### src/design/mfrs_pkg.sv
// shared types and constants of the multi-fault record scanner
// no dependencies; imported by every other design file
`default_nettype none

package mfrs_pkg;

    localparam int OP_W     = 2;
    localparam int RRID_W   = 6;
    localparam int SVI_W    = 12;
    localparam int SVW_W    = 16;
    localparam int CNT_W    = 7;
    localparam int WCNT_W   = 4;
    localparam int WIDX_W   = 3;
    localparam int CFG_IDX_W = 1;
    localparam int CFG_DAT_W = 7;

    localparam logic [OP_W-1:0] OP_RECORD = 2'd0;
    localparam logic [OP_W-1:0] OP_READ   = 2'd1;
    localparam logic [OP_W-1:0] OP_WRITE  = 2'd2;
    localparam logic [OP_W-1:0] OP_CLEAR  = 2'd3;

    localparam logic [CFG_IDX_W-1:0] CFG_MFR_EN   = 1'b0;
    localparam logic [CFG_IDX_W-1:0] CFG_RRID_CNT = 1'b1;

    typedef enum logic [4:0] {
        S_IDLE = 5'b00001,
        S_MOD  = 5'b00010,
        S_SCAN = 5'b00100,
        S_DONE = 5'b01000,
        S_OUT  = 5'b10000
    } state_t;

    typedef struct packed {
        logic              set_en;
        logic [RRID_W-1:0] set_idx;
        logic              clr_all;
        logic              clr_win;
        logic [WIDX_W-1:0] win;
    } bm_ctrl_t;

endpackage

`default_nettype wire

### src/design/mfrs_in_if.sv
// input channel of the scanner: valid/ready handshake and the request payload
// depends on mfrs_pkg
`default_nettype none

interface mfrs_in_if;
    import mfrs_pkg::*;

    logic              valid;
    logic              ready;
    logic [OP_W-1:0]   operation;
    logic [RRID_W-1:0] rrid;
    logic [SVI_W-1:0]  svi_value;

    modport source (output valid, output operation, output rrid, output svi_value,
                    input ready);
    modport sink   (input valid, input operation, input rrid, input svi_value,
                    output ready);
endinterface

`default_nettype wire

### src/design/mfrs_out_if.sv
// result channel of the scanner: valid/ready handshake and the result payload
// depends on mfrs_pkg
`default_nettype none

interface mfrs_out_if;
    import mfrs_pkg::*;

    logic             valid;
    logic             ready;
    logic             svs;
    logic [SVW_W-1:0] svw;
    logic [SVI_W-1:0] svi_out;
    logic             svc;

    modport source (output valid, output svs, output svw, output svi_out, output svc,
                    input ready);
    modport sink   (input valid, input svs, input svw, input svi_out, input svc,
                    output ready);
endinterface

`default_nettype wire

### src/design/mfrs_csub.sv
// shared conditional subtract unit: a >= m ? a - m : a
// depends on mfrs_pkg; used for the modulo steps and the window wrap
`default_nettype none

module mfrs_csub (
    input  wire logic [mfrs_pkg::WCNT_W-1:0] a,
    input  wire logic [mfrs_pkg::WCNT_W-1:0] m,
    output logic      [mfrs_pkg::WCNT_W-1:0] y
);
    import mfrs_pkg::*;

    assign y = (a >= m) ? (a - m) : a;
endmodule

`default_nettype wire

### src/design/mfrs_bitmap.sv
// violation bitmap: bit set, whole clear, window extract and window clear
// depends on mfrs_pkg (bm_ctrl_t)
`default_nettype none

module mfrs_bitmap #(
    parameter int BITS = 64
) (
    input  wire logic                          clk,
    input  wire logic                          rst_n,
    input  wire mfrs_pkg::bm_ctrl_t            ctrl,
    input  wire logic [mfrs_pkg::CNT_W-1:0]    count,
    output logic      [mfrs_pkg::SVW_W-1:0]    win_bits,
    output logic                               any
);
    import mfrs_pkg::*;

    localparam int IW = (BITS > 1) ? $clog2(BITS) : 1;

    logic [BITS-1:0]  bm_reg;
    logic [SVW_W-1:0] win_mask;
    logic [CNT_W-1:0] idx [SVW_W];

    // bit j of the window is requester win*16+j, valid below the count and the bitmap size
    always_comb
    begin
        for (int j = 0; j < SVW_W; j++)
        begin
            idx[j]      = {ctrl.win, 4'(j)};
            win_mask[j] = (idx[j] < count) && (idx[j] < CNT_W'(BITS));
            win_bits[j] = win_mask[j] & bm_reg[idx[j][IW-1:0]];
        end
    end

    assign any = |bm_reg;

    always_ff @(posedge clk or negedge rst_n)
    begin
        if (!rst_n)
        begin
            bm_reg <= '0;
        end
        else if (ctrl.clr_all)
        begin
            bm_reg <= '0;
        end
        else
        begin
            if (ctrl.set_en && ({1'b0, ctrl.set_idx} < CNT_W'(BITS)))
            begin
                bm_reg[ctrl.set_idx[IW-1:0]] <= 1'b1;
            end
            if (ctrl.clr_win)
            begin
                for (int j = 0; j < SVW_W; j++)
                begin
                    if (win_mask[j])
                    begin
                        bm_reg[idx[j][IW-1:0]] <= 1'b0;
                    end
                end
            end
        end
    end
endmodule

`default_nettype wire

### src/design/multi_fault_record_scanner.sv
// sequence, input beat to result beat: record, write index, clear and a read with the record
//   disabled or no windows go straight to the result state; a scanning read runs the
//   bit-serial index modulo window count, then tries windows in turn (up to 8), then a
//   pending update state when a window is found, and no update when every window is empty
// throughput: one item at a time, next input beat taken the cycle after the result beat;
//   the modulo and the scan take turns on the shared conditional subtract unit
// reset: bitmap, scan index and pending flag clear; mfr_enable = 1, rrid_count = 64
`default_nettype none

module multi_fault_record_scanner #(
    parameter int RRID_MAX = 64
) (
    input  wire logic                              clk,
    input  wire logic                              rst_n,
    input  wire logic                              cfg_we,
    input  wire logic [mfrs_pkg::CFG_IDX_W-1:0]    cfg_index,
    input  wire logic [mfrs_pkg::CFG_DAT_W-1:0]    cfg_wdata,
    mfrs_in_if.sink                                in_ch,
    mfrs_out_if.source                             out_ch
);
    import mfrs_pkg::*;

    // usable requester count is capped by RRID_MAX and by the count register width
    localparam int CAP     = (RRID_MAX < 127) ? RRID_MAX : 127;
    // only ids reachable through the 6-bit rrid field need storage
    localparam int BM_BITS = (RRID_MAX < 64) ? RRID_MAX : 64;

    state_t             state_reg;
    logic               en_reg;
    logic [CNT_W-1:0]   cnt_reg;
    logic [SVI_W-1:0]   scan_index_reg;
    logic               pending_reg;
    logic [WCNT_W-1:0]  cur_reg;      // remainder during modulo, window during scan
    logic [WCNT_W-1:0]  start_reg;
    logic [WCNT_W-1:0]  k_reg;        // windows tried so far
    logic [WCNT_W-1:0]  step_reg;     // modulo step count
    logic [SVI_W-1:0]   sh_reg;       // index bits fed msb first into the modulo
    logic               svs_reg;
    logic [SVW_W-1:0]   svw_reg;
    logic [SVI_W-1:0]   svi_reg;

    logic [CNT_W-1:0]   eff;
    logic [CNT_W:0]     win_sum;
    logic [WCNT_W-1:0]  win;
    logic [WCNT_W-1:0]  csub_a;
    logic [WCNT_W-1:0]  csub_y;
    logic               accept;
    bm_ctrl_t           bm_ctrl;
    logic [SVW_W-1:0]   win_bits;
    logic               bm_any;

    // effective count and window count, ceil(count / 16)
    assign eff     = (cnt_reg > CNT_W'(CAP)) ? CNT_W'(CAP) : cnt_reg;
    assign win_sum = {1'b0, eff} + (CNT_W+1)'(15);
    assign win     = win_sum[CNT_W:4];

    assign accept       = in_ch.valid && in_ch.ready;
    assign in_ch.ready  = (state_reg == S_IDLE);
    assign out_ch.valid = (state_reg == S_OUT);
    assign out_ch.svs     = svs_reg;
    assign out_ch.svw     = svw_reg;
    assign out_ch.svi_out = svi_reg;
    assign out_ch.svc     = pending_reg;

    // shared unit: modulo step shifts in the next index bit, scan step wraps the window
    assign csub_a = (state_reg == S_MOD) ? {cur_reg[WCNT_W-2:0], sh_reg[SVI_W-1]}
                                         : (cur_reg + WCNT_W'(1));

    mfrs_csub u_csub (
        .a (csub_a),
        .m (win),
        .y (csub_y)
    );

    always_comb
    begin
        bm_ctrl.set_en  = accept && (in_ch.operation == OP_RECORD)
                          && ({1'b0, in_ch.rrid} < eff);
        bm_ctrl.set_idx = in_ch.rrid;
        bm_ctrl.clr_all = accept && (in_ch.operation == OP_CLEAR);
        bm_ctrl.clr_win = (state_reg == S_SCAN) && (win_bits != '0);
        bm_ctrl.win     = cur_reg[WIDX_W-1:0];
    end

    mfrs_bitmap #(
        .BITS (BM_BITS)
    ) u_bitmap (
        .clk      (clk),
        .rst_n    (rst_n),
        .ctrl     (bm_ctrl),
        .count    (eff),
        .win_bits (win_bits),
        .any      (bm_any)
    );

    // configuration writes
    always_ff @(posedge clk or negedge rst_n)
    begin
        if (!rst_n)
        begin
            en_reg  <= 1'b1;
            cnt_reg <= CNT_W'(64);
        end
        else if (cfg_we)
        begin
            case (cfg_index)
                CFG_MFR_EN:   en_reg  <= cfg_wdata[0];
                CFG_RRID_CNT: cnt_reg <= cfg_wdata[CNT_W-1:0];
                default:      ;
            endcase
        end
    end

    // sequencer
    always_ff @(posedge clk or negedge rst_n)
    begin
        if (!rst_n)
        begin
            state_reg      <= S_IDLE;
            scan_index_reg <= '0;
            pending_reg    <= 1'b0;
            cur_reg        <= '0;
            start_reg      <= '0;
            k_reg          <= '0;
            step_reg       <= '0;
            sh_reg         <= '0;
            svs_reg        <= 1'b0;
            svw_reg        <= '0;
            svi_reg        <= '0;
        end
        else
        begin
            case (state_reg)
                S_IDLE:
                begin
                    if (accept)
                    begin
                        svs_reg <= 1'b0;
                        svw_reg <= '0;
                        case (in_ch.operation)
                            OP_RECORD:
                            begin
                                if (bm_ctrl.set_en)
                                begin
                                    pending_reg <= 1'b1;
                                end
                                svi_reg   <= scan_index_reg;
                                state_reg <= S_OUT;
                            end
                            OP_WRITE:
                            begin
                                scan_index_reg <= in_ch.svi_value;
                                svi_reg        <= in_ch.svi_value;
                                state_reg      <= S_OUT;
                            end
                            OP_CLEAR:
                            begin
                                pending_reg <= 1'b0;
                                svi_reg     <= scan_index_reg;
                                state_reg   <= S_OUT;
                            end
                            OP_READ:
                            begin
                                if (!en_reg || (win == '0))
                                begin
                                    svi_reg   <= '0;
                                    state_reg <= S_OUT;
                                end
                                else
                                begin
                                    cur_reg   <= '0;
                                    step_reg  <= '0;
                                    sh_reg    <= scan_index_reg;
                                    state_reg <= S_MOD;
                                end
                            end
                            default:
                            begin
                                state_reg <= S_OUT;
                            end
                        endcase
                    end
                end
                S_MOD:
                begin
                    // restoring remainder, one index bit per cycle
                    cur_reg  <= csub_y;
                    sh_reg   <= {sh_reg[SVI_W-2:0], 1'b0};
                    step_reg <= step_reg + WCNT_W'(1);
                    if (step_reg == WCNT_W'(SVI_W - 1))
                    begin
                        start_reg <= csub_y;
                        k_reg     <= '0;
                        state_reg <= S_SCAN;
                    end
                end
                S_SCAN:
                begin
                    if (win_bits != '0)
                    begin
                        // window is cleared by the bitmap in this same cycle
                        scan_index_reg <= SVI_W'(cur_reg);
                        svs_reg        <= 1'b1;
                        svw_reg        <= win_bits;
                        svi_reg        <= SVI_W'(cur_reg);
                        state_reg      <= S_DONE;
                    end
                    else if (k_reg == (win - WCNT_W'(1)))
                    begin
                        // nothing logged in any window
                        svi_reg   <= SVI_W'(start_reg);
                        state_reg <= S_OUT;
                    end
                    else
                    begin
                        k_reg   <= k_reg + WCNT_W'(1);
                        cur_reg <= csub_y;
                    end
                end
                S_DONE:
                begin
                    // pending drops once the whole bitmap is empty
                    if (!bm_any)
                    begin
                        pending_reg <= 1'b0;
                    end
                    state_reg <= S_OUT;
                end
                S_OUT:
                begin
                    if (out_ch.ready)
                    begin
                        state_reg <= S_IDLE;
                    end
                end
                default:
                begin
                    state_reg <= S_IDLE;
                end
            endcase
        end
    end
endmodule

`default_nettype wire

### src/flat_wrapper.sv
// flat-port wrapper written by rule: the top's interface ports become plain ports
module multi_fault_record_scanner_flat import mfrs_pkg::*;
#(
    parameter int RRID_MAX = 64
)
  (clk, rst_n, cfg_we, cfg_index, cfg_wdata, in_ch_valid, in_ch_operation, in_ch_rrid, in_ch_svi_value, in_ch_ready, out_ch_valid, out_ch_svs, out_ch_svw, out_ch_svi_out, out_ch_svc, out_ch_ready);
  mfrs_in_if in_ch_i ();
  mfrs_out_if out_ch_i ();
  input  wire logic clk;
  input  wire logic rst_n;
  input  wire logic cfg_we;
  input  wire logic [mfrs_pkg::CFG_IDX_W-1:0] cfg_index;
  input  wire logic [mfrs_pkg::CFG_DAT_W-1:0] cfg_wdata;
  input wire logic [$bits(in_ch_i.valid)-1:0] in_ch_valid;
  input wire logic [$bits(in_ch_i.operation)-1:0] in_ch_operation;
  input wire logic [$bits(in_ch_i.rrid)-1:0] in_ch_rrid;
  input wire logic [$bits(in_ch_i.svi_value)-1:0] in_ch_svi_value;
  output wire logic [$bits(in_ch_i.ready)-1:0] in_ch_ready;
  output wire logic [$bits(out_ch_i.valid)-1:0] out_ch_valid;
  output wire logic [$bits(out_ch_i.svs)-1:0] out_ch_svs;
  output wire logic [$bits(out_ch_i.svw)-1:0] out_ch_svw;
  output wire logic [$bits(out_ch_i.svi_out)-1:0] out_ch_svi_out;
  output wire logic [$bits(out_ch_i.svc)-1:0] out_ch_svc;
  input wire logic [$bits(out_ch_i.ready)-1:0] out_ch_ready;
  assign in_ch_i.valid = in_ch_valid;
  assign in_ch_i.operation = in_ch_operation;
  assign in_ch_i.rrid = in_ch_rrid;
  assign in_ch_i.svi_value = in_ch_svi_value;
  assign in_ch_ready = in_ch_i.ready;
  assign out_ch_valid = out_ch_i.valid;
  assign out_ch_svs = out_ch_i.svs;
  assign out_ch_svw = out_ch_i.svw;
  assign out_ch_svi_out = out_ch_i.svi_out;
  assign out_ch_svc = out_ch_i.svc;
  assign out_ch_i.ready = out_ch_ready;
  multi_fault_record_scanner #(.RRID_MAX(RRID_MAX)) u_core (.clk(clk), .rst_n(rst_n), .cfg_we(cfg_we), .cfg_index(cfg_index), .cfg_wdata(cfg_wdata), .in_ch(in_ch_i), .out_ch(out_ch_i));
endmodule
### config.mk
export PLATFORM = sky130hd
export DESIGN_NAME = multi_fault_record_scanner_flat
export DESIGN_NICKNAME = d
export VERILOG_FILES = /design/src/design/mfrs_pkg.sv /design/src/design/mfrs_in_if.sv /design/src/design/mfrs_out_if.sv /design/src/design/mfrs_csub.sv /design/src/design/mfrs_bitmap.sv /design/src/design/multi_fault_record_scanner.sv /design/src/flat_wrapper.sv
export SDC_FILE = /design/constraint.sdc
export NUM_CORES = 1
export LEC_CHECK = 0
export ABC_CLOCK_PERIOD_IN_PS = 4080
export BUFFER_PORTS_ARGS = -buffer_cell sky130_fd_sc_hd__buf_2
export CELL_PAD_IN_SITES_DETAIL_PLACEMENT = 0
export CELL_PAD_IN_SITES_GLOBAL_PLACEMENT = 1
export CORE_AREA = 2 2 177 127
export CTS_CLUSTER_SIZE = 28
export DETAILED_ROUTE_END_ITERATION = 12
export DIE_AREA = 0 0 179 129
export GPL_TIMING_DRIVEN = 0
export PLACE_DENSITY_LB_ADDON = 0.1
export SYNTH_ARGS = -nofsm -noshare
export SYNTH_HDL_FRONTEND = slang
export SYNTH_SLANG_ARGS = --single-unit
### constraint.sdc
create_clock -name clk -period 4.08 [get_ports clk]
set_input_delay 0.612 -clock clk [delete_from_list [all_inputs] [get_ports clk]]
set_output_delay 0.612 -clock clk [all_outputs]
set_load 0.02 [all_outputs]
-- After elaboration in Yosys (flattened, before gate mapping)
Index checks and enable logic that the tools add are counted.
Widths: inputs -> output; s select.
- register bits: 147
- logic and storage cells: 388
- add/subtract/negate cells: 6
- magnitude comparators: 69
- equal/unequal tests: 24
- muxes and demuxes: 163
- bitwise operators: 50
- reduce and logical (&&, ||, !) cells: 62
- operators by type and width (kind ; number):
    $mux 64 ; 50
    $and 64x64->64 ; 16
    $mux 12 ; 10
    $lt 6x7->1 const B ; 17
    $lt 7x7->1 ; 16
    $lt 7x7->1 const B ; 16
    $ge 6x1->1 const B ; 17
    $pmux 12 s2 ; 3
    $not 49->64 ; 1
    $not 50->64 ; 1
    $not 51->64 ; 1
    $not 52->64 ; 1
    $not 53->64 ; 1
    $not 54->64 ; 1
    $not 55->64 ; 1
    $not 56->64 ; 1
    $not 57->64 ; 1
    $not 58->64 ; 1
    $not 59->64 ; 1
    $not 60->64 ; 1
    $not 61->64 ; 1
    $not 62->64 ; 1
    $not 63->64 ; 1
    $not 64->64 ; 1
    other kinds (53) ; 213

-- Logic depth before layout (Yosys ltp)
Gate-level depths: netlist of the first run.
- depth after elaboration: 71
- mapped depth: 14
- mapped depth without buffers: 11

-- Modules after synthesis
A second synthesis of the first run with hierarchy kept.
- cell total of the unflattened synthesis: 828
- area, all modules: 8333.0 µm²
- by module, submodules not included (module ; instances ; cells each ; area an instance (µm²) ; seq. area each (µm²)):
    multi_fault_record_scanner ; 1 ; 446 ; 4344.2 ; 2080.7
    mfrs_bitmap ; 1 ; 355 ; 3791.1 ; 1601.5
    mfrs_csub ; 1 ; 27 ; 197.7 ; 0.0

-- Worst setup path before layout of the first run
No wires, ideal clock.
- path kind: register to register
- from: register u_core.cnt_reg[6]
- to: register u_core.svs_reg, in the netlist u_core.out_ch.svs
- arrival time: 3503 ps
- required time: 3962 ps
- path slack: 459 ps
- cell stages (with the launch flop): 15
- path buffers: 3
- period minus slack after synthesis: 3621 ps
- path through: dfstp_2 > clkbuf_1 > inv_1 > nand2_1 > inv_1 > ha_1 > nand3_1 > nor2_1 > nor2_1 > a211o_1 > nor4_4 > a21oi_2 > buf_6 > buf_2 > a21o_1
- cells in the longest elaborated chain, start to end: 8
- elaborated cells on any way between the ends: 53
- those cells by class: order compare (17); eq/ne (1); mux (1); bitwise (16); reduce/logical (18)
- RTL lines (element ; RTL line ; text):
    from (decl) ; multi_fault_record_scanner.sv:30 ; logic [CNT_W-1:0] cnt_reg;
    from (signal assigned) ; multi_fault_record_scanner.sv:108 ; CFG_RRID_CNT: cnt_reg <= cfg_wdata[CNT_W-1:0];
    $gt 7x7->1 ; multi_fault_record_scanner.sv:53 ; assign eff = (cnt_reg > CNT_W'(CAP)) ? CNT_W'(CAP) : cnt_reg;
    $mux 7 * ; multi_fault_record_scanner.sv:53 ;
    $lt 7x7->1 ; mfrs_bitmap.sv:29 ; win_mask[j] = (idx[j] < count) && (idx[j] < CNT_W'(BITS));
    $logic_and 1x1->1 ; mfrs_bitmap.sv:29 ;
    $and 1x1->1 ; mfrs_bitmap.sv:30 ; win_bits[j] = win_mask[j] & bm_reg[idx[j][IW-1:0]];
    $reduce_bool 16->1 * ; multi_fault_record_scanner.sv:199 ; if (win_bits != '0)
    $ne 2x2->1 (no source line) * ; n/a ;
    $reduce_and 3->1 (no source line) * ; n/a ;
    to (signal assigned) ; multi_fault_record_scanner.sv:127 ; svs_reg <= 1'b0;
    to (signal assigned) ; multi_fault_record_scanner.sv:138 ; svs_reg <= 1'b0;
    to (signal assigned) ; multi_fault_record_scanner.sv:203 ; svs_reg <= 1'b1;
    to (decl) ; multi_fault_record_scanner.sv:38 ; logic svs_reg;
Every way passes the cells marked *; elsewhere a longest branch is shown, timed or not.
A chain may end at the register's enable or synchronous reset.

-- Worst setup path in the final report of the first run
- from: register u_core.cur_reg[0]
- to: register u_core.u_bitmap.bm_reg[27]
- cells in the longest elaborated chain, start to end: 65
- elaborated cells on any way between the ends: 167
- those cells by class: order compare (34); mux (82); bitwise (32); reduce/logical (19)
- RTL lines (element ; RTL line ; text):
    from (decl) ; multi_fault_record_scanner.sv:33 ; logic [WCNT_W-1:0] cur_reg;
    from (signal assigned) ; multi_fault_record_scanner.sv:187 ; cur_reg <= csub_y;
    from (signal assigned) ; multi_fault_record_scanner.sv:217 ; cur_reg <= csub_y;
    $lt 7x7->1 ; mfrs_bitmap.sv:29 ;
    $logic_and 1x1->1 ; mfrs_bitmap.sv:29 ;
    $mux 64 ; mfrs_bitmap.sv:56 ; if (win_mask[j])
    $mux 64 ; mfrs_bitmap.sv:52 ; if (ctrl.clr_win)
    $mux 64 ; mfrs_bitmap.sv:42 ; else if (ctrl.clr_all)
    $and 64x64->64 (no source line) ; n/a ;
    $mux 64 ; mfrs_bitmap.sv:56 ;
    $mux 64 ; mfrs_bitmap.sv:52 ;
    [49 not listed] ; n/a ;
    $and 64x64->64 (no source line) ; n/a ;
    $mux 64 ; mfrs_bitmap.sv:56 ;
    $mux 64 ; mfrs_bitmap.sv:52 ;
    $mux 64 ; mfrs_bitmap.sv:42 ;
    $and 64x64->64 (no source line) ; n/a ;
    $mux 64 ; mfrs_bitmap.sv:56 ;
    $mux 64 * ; mfrs_bitmap.sv:52 ;
    $mux 64 * ; mfrs_bitmap.sv:42 ;
    to (signal assigned) ; mfrs_bitmap.sv:40 ; bm_reg <= '0;
    to (signal assigned) ; mfrs_bitmap.sv:44 ; bm_reg <= '0;
    to (signal, indexed assignment) ; mfrs_bitmap.sv:58 ; bm_reg[idx[j][IW-1:0]] <= 1'b0;
    to (decl) ; mfrs_bitmap.sv:19 ; logic [BITS-1:0] bm_reg;
Every way passes the cells marked *; elsewhere a longest branch is shown, timed or not. The select of a mux whose other input is x is not followed.

==> results of run 1 <==
==> through the flow <==
step,hold slack [ns],utilization (%)
finish,0.123,46.5
global route,0.161,46.5
CTS,0.147,46.0
detailed placement,0.474,42.8
global placement,0.454,42.6
floorplan,0.316,-
==> critical path: stages, from the launching register on <==
cell and delay [ns]:
dfrtp_2 0.45, buf_6 0.21, buf_6 0.23, inv_1 0.14
ha_1 0.36, nand3_4 0.18, o31a_1 0.39, or2_0 0.24
a211o_1 0.34, nor4_4 0.36, a21oi_2 0.16, buf_6 0.20
buf_6 0.17, a311oi_1 0.30
==> power groups by stage <==
stage | sequential [uW] | combinational (uW) | clock (uW)
after global placement | 2000 | 2140 | 0
after detailed placement | 2010 | 2160 | 0
final | 2010 | 2320 | 1680
after global routing | 2040 | 2500 | 1760
after floorplan | 2020 | 1330 | 0
after CTS | 2000 | 2210 | 1690
==> repair_timing <==
item,in CTS,in global routing
buffers inserted,1,4
pin swaps,1,1
resized for setup,19,19
endpoints found under the setup margin,123,121
==> Yosys cell counts, drive strengths merged (11+ instances only) <==
cell / count
a32o: 12
a21oi: 97
nor2: 81
dfrtp: 144
ha: 23
nand2: 65
clkbuf: 41
nor4: 21
mux4: 16
mux2i: 19
nand3: 17
inv: 26
a31oi: 12
buf: 19
mux2: 22
a311oi: 65
o21ai: 27
o211ai: 11
==> logic make-up (layout without fill, tap and decap cells) <==
logic type      Yosys count  after routing  synth area share (%)
mux                      57             57                  9.48
xor+xnor                 11             11                  1.14
other cells               1              1                0.0445
flops                   147            147                  43.7
compound gates          275            275                  22.5
buf+inv                  86            185                  4.38
fa+ha+maj                26             26                  3.89
simple gates            253            253                  14.8
==> layout make-up <==
type,instances,area (um2),area share [%]
Tap cell,282,353,3.55
Timing Repair Buffer,70,404,4.07
Multi-Input combinational cell,623,4490,45.2
Buffer,57,279,2.81
Inverter,26,101,1.02
Sequential cell,147,3690,37.1
Clock inverter,15,193,1.94
Clock buffer,17,425,4.28
==> worst max path at each step <==
| stage | start | slack (ns) | depth (start not counted) | endpoint |
|---|---|---|---|---|
| floorplan | u_core.cnt_reg[6] | 0.46 | 14 | u_core.out_ch.svs |
| global placement | u_core.cnt_reg[6] | -0.98 | 13 | u_core.u_bitmap.bm_reg[12] |
| detailed placement | u_core.cnt_reg[6] | -0.99 | 13 | u_core.u_bitmap.bm_reg[12] |
| CTS | u_core.cur_reg[0] | 0.01 | 12 | u_core.k_reg[3] |
| global route | u_core.cur_reg[0] | 0.04 | 13 | u_core.u_bitmap.bm_reg[44] |
| finish | u_core.cur_reg[0] | 0.24 | 13 | u_core.u_bitmap.bm_reg[27] |
==> per-layer routing <==
metal  track usage, %  vias to the layer above  share of wire (%)
met4             4.54                        0                1.2
met1             44.9                     4030                 48
met2             36.6                      421                 40
li1                 -                     3440                  -
met3             8.10                       41                 11
met5                0                        -                  0
==> flow_metrics.env, run 1 <==
export IMPL_cts_buffer_depth=2
export IMPL_antenna_found_initial=0
export IMPL_placedCellCount=1203
export IMPL_final_cell_mix="dfrtp_1, a21oi_1, nor2_1, buf_2"
export IMPL_fin_nets=999
export IMPL_core_area_um2=21300
export IMPL_final_common_cell="dfrtp_1"
export IMPL_start_util_pct=39.4
export IMPL_pre_cts_ws_ns=-0.993
export IMPL_placed_area_um2=9130
export IMPL_rr_worst_depth=13
export IMPL_power_per_cell_area_nw_per_um2=605
export IMPL_finalNonFillerCells=1237
export IMPL_setup_tns_ns=0
export IMPL_p_sw_share_pct=41.8
export IMPL_die_h_um=129
export IMPL_end_kind="flip-flop"
export IMPL_fin_skew_ns=0.0127
export IMPL_detail_route_wl_per_cell_um=25.2
export IMPL_grt_total_usage_pct=27.9
export IMPL_drc=0
export IMPL_synth_area_per_cell_um2=9.83
export IMPL_clk_pin_slew_ns=0.07
export IMPL_yosys_top_cells_area="dfrtp_1, a311oi_1, a21oi_1"
export IMPL_cts_hold_buf=0
export IMPL_gp_congestion=0.929
export IMPL_max_freq_mhz=260
export IMPL_dr_pass1_iters=7
export IMPL_netlist_area_leader_share_pct=42.8
export IMPL_finalSetupViolCount=0
export IMPL_fin_area_um2=9930
export IMPL_period_minus_slack_ns=3.84
export IMPL_nFillCells=2053
export IMPL_cp_required_ns=4.40
export IMPL_r2r_start="u_core.cur_reg[0]"
export IMPL_final_hold_viol_count=0
export IMPL_tritoncts="done"
export IMPL_crit_fanout=10
export IMPL_p_int_uw=3490
export IMPL_syn_inst=856
export IMPL_syn_cell_area_um2=8420
export IMPL_rows=45
export IMPL_area_delta_synth_final_pct=18.0
export IMPL_clockPowerShare_pct=28.0
export IMPL_drive_gt1_share_pct=20.1
export IMPL_p_comb_share_pct=38.6
export IMPL_crit_type="flip-flop to flip-flop"
export IMPL_p_seq_share_pct=33.4
export IMPL_r2r_slack_ns=0.24
export IMPL_grt_pass1_vias=7538
export IMPL_worst_pin_slew_ns=0.803
export IMPL_viasPerCell=6.41
export IMPL_fin_crit_sh_pct=94.2
export IMPL_maxCapViolCount=0
export IMPL_outcome="finished clean"
export IMPL_synth_nets=913
export IMPL_cts_root_buf="clkbuf_16"
export IMPL_synth_seq_cells=147
export IMPL_rsz0062_at_grt="no"
export IMPL_drtIter0Drc=1074
export IMPL_relSlewSlack_pct=46.5
export IMPL_largest_reg_flops=64
export IMPL_grt_pass1_wl_um=47100
export IMPL_ir_drop_mv=0.326
export IMPL_hold_path_class="primary input to async pin"
export IMPL_ys_warn_count=0
export IMPL_die_area_um2=23100
export IMPL_hpwlAfterDp_um=23000
export IMPL_synth_top_cell_by_area="dfrtp_1"
export IMPL_cts_max_level=4
export IMPL_synth_edff_count=0
export IMPL_cts_sinks=147
export IMPL_ioPinCount=65
export IMPL_grt_max_degree=98
export IMPL_cp_start_kind="flip-flop"
export IMPL_yosysSeqAreaShare_pct=43.7
export IMPL_slew_viol_final=0
export IMPL_async_flop_share_pct=100
export IMPL_ant_nets=0
export IMPL_cts_buffers=17
export IMPL_wl_um=31200
export IMPL_r2r_end="u_core.u_bitmap.bm_reg[27]"
export IMPL_p_sw_uw=2510
export IMPL_die_w_um=179
export IMPL_cp_data_arrival_time_ns=4.17
export IMPL_portBuffers=64
export IMPL_total_power_uw=6010
export IMPL_num_vias=7932
export IMPL_diodes=0
export IMPL_fin_ws_ns=0.235
export IMPL_p_leak_uw=0.00418
export IMPL_ys_types=67
export IMPL_ys_flop_type="dfrtp_1"
export IMPL_grt_overflow_total=0
export IMPL_clk_latency_ns=0.43
No activity file was read; power rests on OpenSTA's default activity.
==> run 2, diff against run 1 <==
CORE_AREA = 2 2 176 126   (was 2 2 177 127)
DIE_AREA = 0 0 178 128   (was 0 0 179 129)
RECOVER_POWER = 50   (was unset)
REMOVE_ABC_BUFFERS = 1   (was unset)
SYNTH_HIERARCHICAL = 1   (was unset)
==> run 2 against run 1 <==
  * The run now ends with capacitance limit, slew limit left
  * Critical path type unchanged
  * Setup slack worse by 0.077 ns
  * Wire length down 15%
  * Clock power shrank 11%
  * Power decreased by 16%
  * Critical endpoint is now u_core/u_bitmap/bm_reg[6]
  * Fmax decreased by 2.0%
  * Register-to-register slack worse by 0.08 ns
  * Utilization shrank 1.0 points
  * Highest routed layer unchanged
==> flow_metrics.env, run 2 <==
export IMPL_antenna_found_initial=0
export IMPL_r2r_start="u_core/cnt_reg[6]"
export IMPL_final_core_util_pct=45.5
export IMPL_fin_area_um2=9660
export IMPL_cts_hold_buf=0
export IMPL_wl_met3_um=2450
export IMPL_diodes=0
export IMPL_start_util_pct=39.3
export IMPL_cts_sinks=147
export IMPL_die_area_um2=22800
export IMPL_yosysSeqAreaShare_pct=44.2
export IMPL_drc=0
export IMPL_tritoncts="done"
export IMPL_viasPerCell=6.11
export IMPL_fin_skew_ns=0.0104
export IMPL_die_w_um=178
export IMPL_gp_congestion=0.885
export IMPL_cts_max_level=4
export IMPL_finalNonFillerCells=1167
export IMPL_max_freq_mhz=255
export IMPL_wl_um=26400
export IMPL_ant_nets=0
export IMPL_critPathBufInv=5
export IMPL_worst_pin_slew_ns=2.25
export IMPL_synth_seq_cells=147
export IMPL_finalSetupViolCount=0
export IMPL_critPathTopFamily="simple AND/OR/NAND/NOR gates"
export IMPL_drive_gt1_share_pct=21.5
export IMPL_placedCellCount=1111
export IMPL_num_vias=7136
export IMPL_r2r_slack_ns=0.16
export IMPL_cp_required_ns=4.38
export IMPL_p_sw_share_pct=37.3
export IMPL_grt_pass1_vias=6760
export IMPL_p_seq_share_pct=38.9
export IMPL_rr_worst_depth=16
export IMPL_synth_edff_count=0
export IMPL_cpPeakStageDelay_ns=0.50
export IMPL_p_int_uw=3180
export IMPL_die_h_um=128
export IMPL_async_flop_share_pct=100
export IMPL_detail_route_wl_per_cell_um=22.6
export IMPL_fin_crit_sh_pct=96.1
export IMPL_cp_data_arrival_time_ns=4.22
export IMPL_rsz0062_at_grt="no"
export IMPL_cts_buffers=17
export IMPL_dr_wl_met2_um=10600
export IMPL_grt_max_degree=85
export IMPL_dr_pass1_iters=5
export IMPL_grt_overflow_total=0
export IMPL_hpwlAfterDp_um=18300
export IMPL_grt_pass1_wl_um=40400
export IMPL_yosysMostFrequentCell="dfrtp_1"
export IMPL_placed_area_um2=8810
export IMPL_crit_chain="nor2b_1 -> inv_1 -> ha_1 -> a21o_4 -> a211oi_4 -> buf_12 -> buf_16 -> and3_2 -> nor4_2 -> nand4_1 -> buf_4 -> and2_4 -> or3b_2 -> a211oi_4 -> buf_12 -> a211oi_1"
export IMPL_cts_buffer_depth=2
export IMPL_cp_start_kind="flip-flop"
export IMPL_wl_met1_um=12800
export IMPL_ys_warn_count=6
export IMPL_p_leak_uw=0.00427
export IMPL_ir_drop_mv=0.293
export IMPL_clk_pin_slew_ns=0.06
export IMPL_syn_inst=828
export IMPL_clockPowerShare_pct=29.6
export IMPL_rows=45
export IMPL_ioPinCount=65
export IMPL_outcome="complete, but fails checks"
export IMPL_relSlewSlack_pct=-49.9
export IMPL_multi_input_area_um2=4320
export IMPL_yosys_top_cells_area="dfrtp_1, a21oi_1, mux4_2"
export IMPL_worstSetupStartpoint="u_core/cnt_reg[6]"
export IMPL_crit_end="u_core/u_bitmap/bm_reg[6]"
export IMPL_fin_nets=926
export IMPL_r2r_end="u_core/u_bitmap/bm_reg[6]"
export IMPL_ys_types=69
export IMPL_nFillCells=2020
export IMPL_cts_root_buf="clkbuf_16"
export IMPL_synth_top_cell_by_area="dfrtp_1"
export IMPL_cp_depth=16
export IMPL_end_kind="flip-flop"
export IMPL_slew_viol_final=84
export IMPL_final_hold_viol_count=0
export IMPL_largest_reg_flops=64
export IMPL_synth_area_per_cell_um2=10.1
export IMPL_period_minus_slack_ns=3.92
export IMPL_p_comb_share_pct=31.5
export IMPL_core_area_um2=21200
export IMPL_top_layer="met4"
export IMPL_final_cell_mix="dfrtp_1, nand2_1, a21oi_1, buf_2, o21ai_0"
export IMPL_netlist_area_leader_share_pct=43.2
export IMPL_seq_area_um2=3700
export IMPL_p_sw_uw=1890
export IMPL_clk_latency_ns=0.44
export IMPL_crit_path_top_delay_cell="dfstp_4"
export IMPL_ys_flop_type="dfrtp_1"
export IMPL_syn_cell_area_um2=8330
export IMPL_failed_checks="capacitance limit, slew limit"
export IMPL_maxCapViolCount=1
export IMPL_power_per_cell_area_nw_per_um2=525
export IMPL_final_common_cell="dfrtp_1"
export IMPL_drtIter0Drc=607
export IMPL_crit_type="flip-flop to flip-flop"
export IMPL_crit_fanout=22
export IMPL_area_delta_synth_final_pct=15.9
export IMPL_yosys_top_cells_count="dfrtp_1, nand2_1, a21oi_1"
export IMPL_grt_total_usage_pct=23.7
export IMPL_portBuffers=64
export IMPL_hold_path_class="primary input to flip-flop"
[run 2: cell count changes in the layout (fill, tap and decap cells not counted), sizes merged, moves of 13 or more]
cell,before,now
a211oi,2,39
a21oi,97,80
nand2,65,85
clkbuf,55,29
a22o,0,16
a311oi,65,35
and3,7,20
nor2,81,30
[run 2: timing repair]
action                                  4_1_cts  5_1_grt
endpoints found under the setup margin      116       77
pin swaps                                     4        2
setup buffers                                 9       14
gates cloned                                  0        1
gates resized for setup                      18        5
[run 2: worst register-to-register path: stages, from the launching register on]
cell      delay, ns
dfstp_4        0.50
nor2b_1        0.18
inv_1          0.07
ha_1           0.34
a21o_4         0.29
a211oi_4       0.30
buf_12         0.17
buf_16         0.16
and3_2         0.25
nor4_2         0.07
nand4_1        0.09
buf_4          0.18
and2_4         0.21
or3b_2         0.48
a211oi_4       0.27
buf_12         0.16
a211oi_1       0.08
[run 2: final cells by class]
cell class	count	share of cell area (%)
inverter	26	1.01
clock buffer	18	4.55
sequential	147	38.3
timing repair buffer	92	6.54
multi-input combinational	588	44.8
tap	282	3.65
clock inverter	14	1.22
[run 2: kinds of logic after synthesis]
| family | synth area share, % |
|---|---|
| flops | 44.2 |
| fa+ha+maj | 3.24 |
| compound gates | 20.7 |
| xor+xnor | 0.736 |
| simple gates | 17.7 |
| other cells | 0.0450 |
| buf+inv | 4.89 |
| mux | 8.45 |
[run 2: worst min path at each step]
stage / startpoint / endpoint / slack, ns / cells past startpoint
6_report: cfg_wdata[1] / u_core/cnt_reg[1] / 0.41 / 2
5_1_grt: cfg_wdata[3] / u_core/cnt_reg[3] / 0.41 / 2
4_1_cts: rst_n / u_core/cnt_reg[3] / 0.29 / 1
3_5_place_dp: u_core/sh_reg[2] / u_core/sh_reg[3] / 0.47 / 2
3_3_place_gp: u_core/out_ch.svs / u_core/out_ch.svs / 0.45 / 1
2_1_floorplan: rst_n / u_core/cnt_reg[0] / 0.32 / 0
[run 2: power by group through the flow]
stage | clock (uW) | sequential [uW] | combinational (uW)
floorplan | 0 | 2010 | 871
global placement | 0 | 2010 | 1340
detailed placement | 0 | 2020 | 1420
CTS | 1530 | 2000 | 1520
global route | 1610 | 2010 | 1740
finish | 1500 | 1970 | 1600
[run 2: layer usage]
layer  vias to the layer above  global-route usage (%)
met3                        43                    6.11
met1                      3552                    37.0
met5                         -                       0
met2                       329                    32.0
met4                         0                    6.27
li1                       3212                       -
[run 2: per-stage QoR]
stage          setup WS [ns]  hold slack, ns  TNS (ns)  power, uW
2_1_floorplan         -0.906           0.316    -46.68       2890
3_3_place_gp           -3.17           0.454   -293.44       3350
3_5_place_dp           -1.54           0.474   -127.43       3440
4_1_cts               0.0243           0.287         0       5040
5_1_grt               0.0296           0.406         0       5360
6_report               0.158           0.410         0       5070
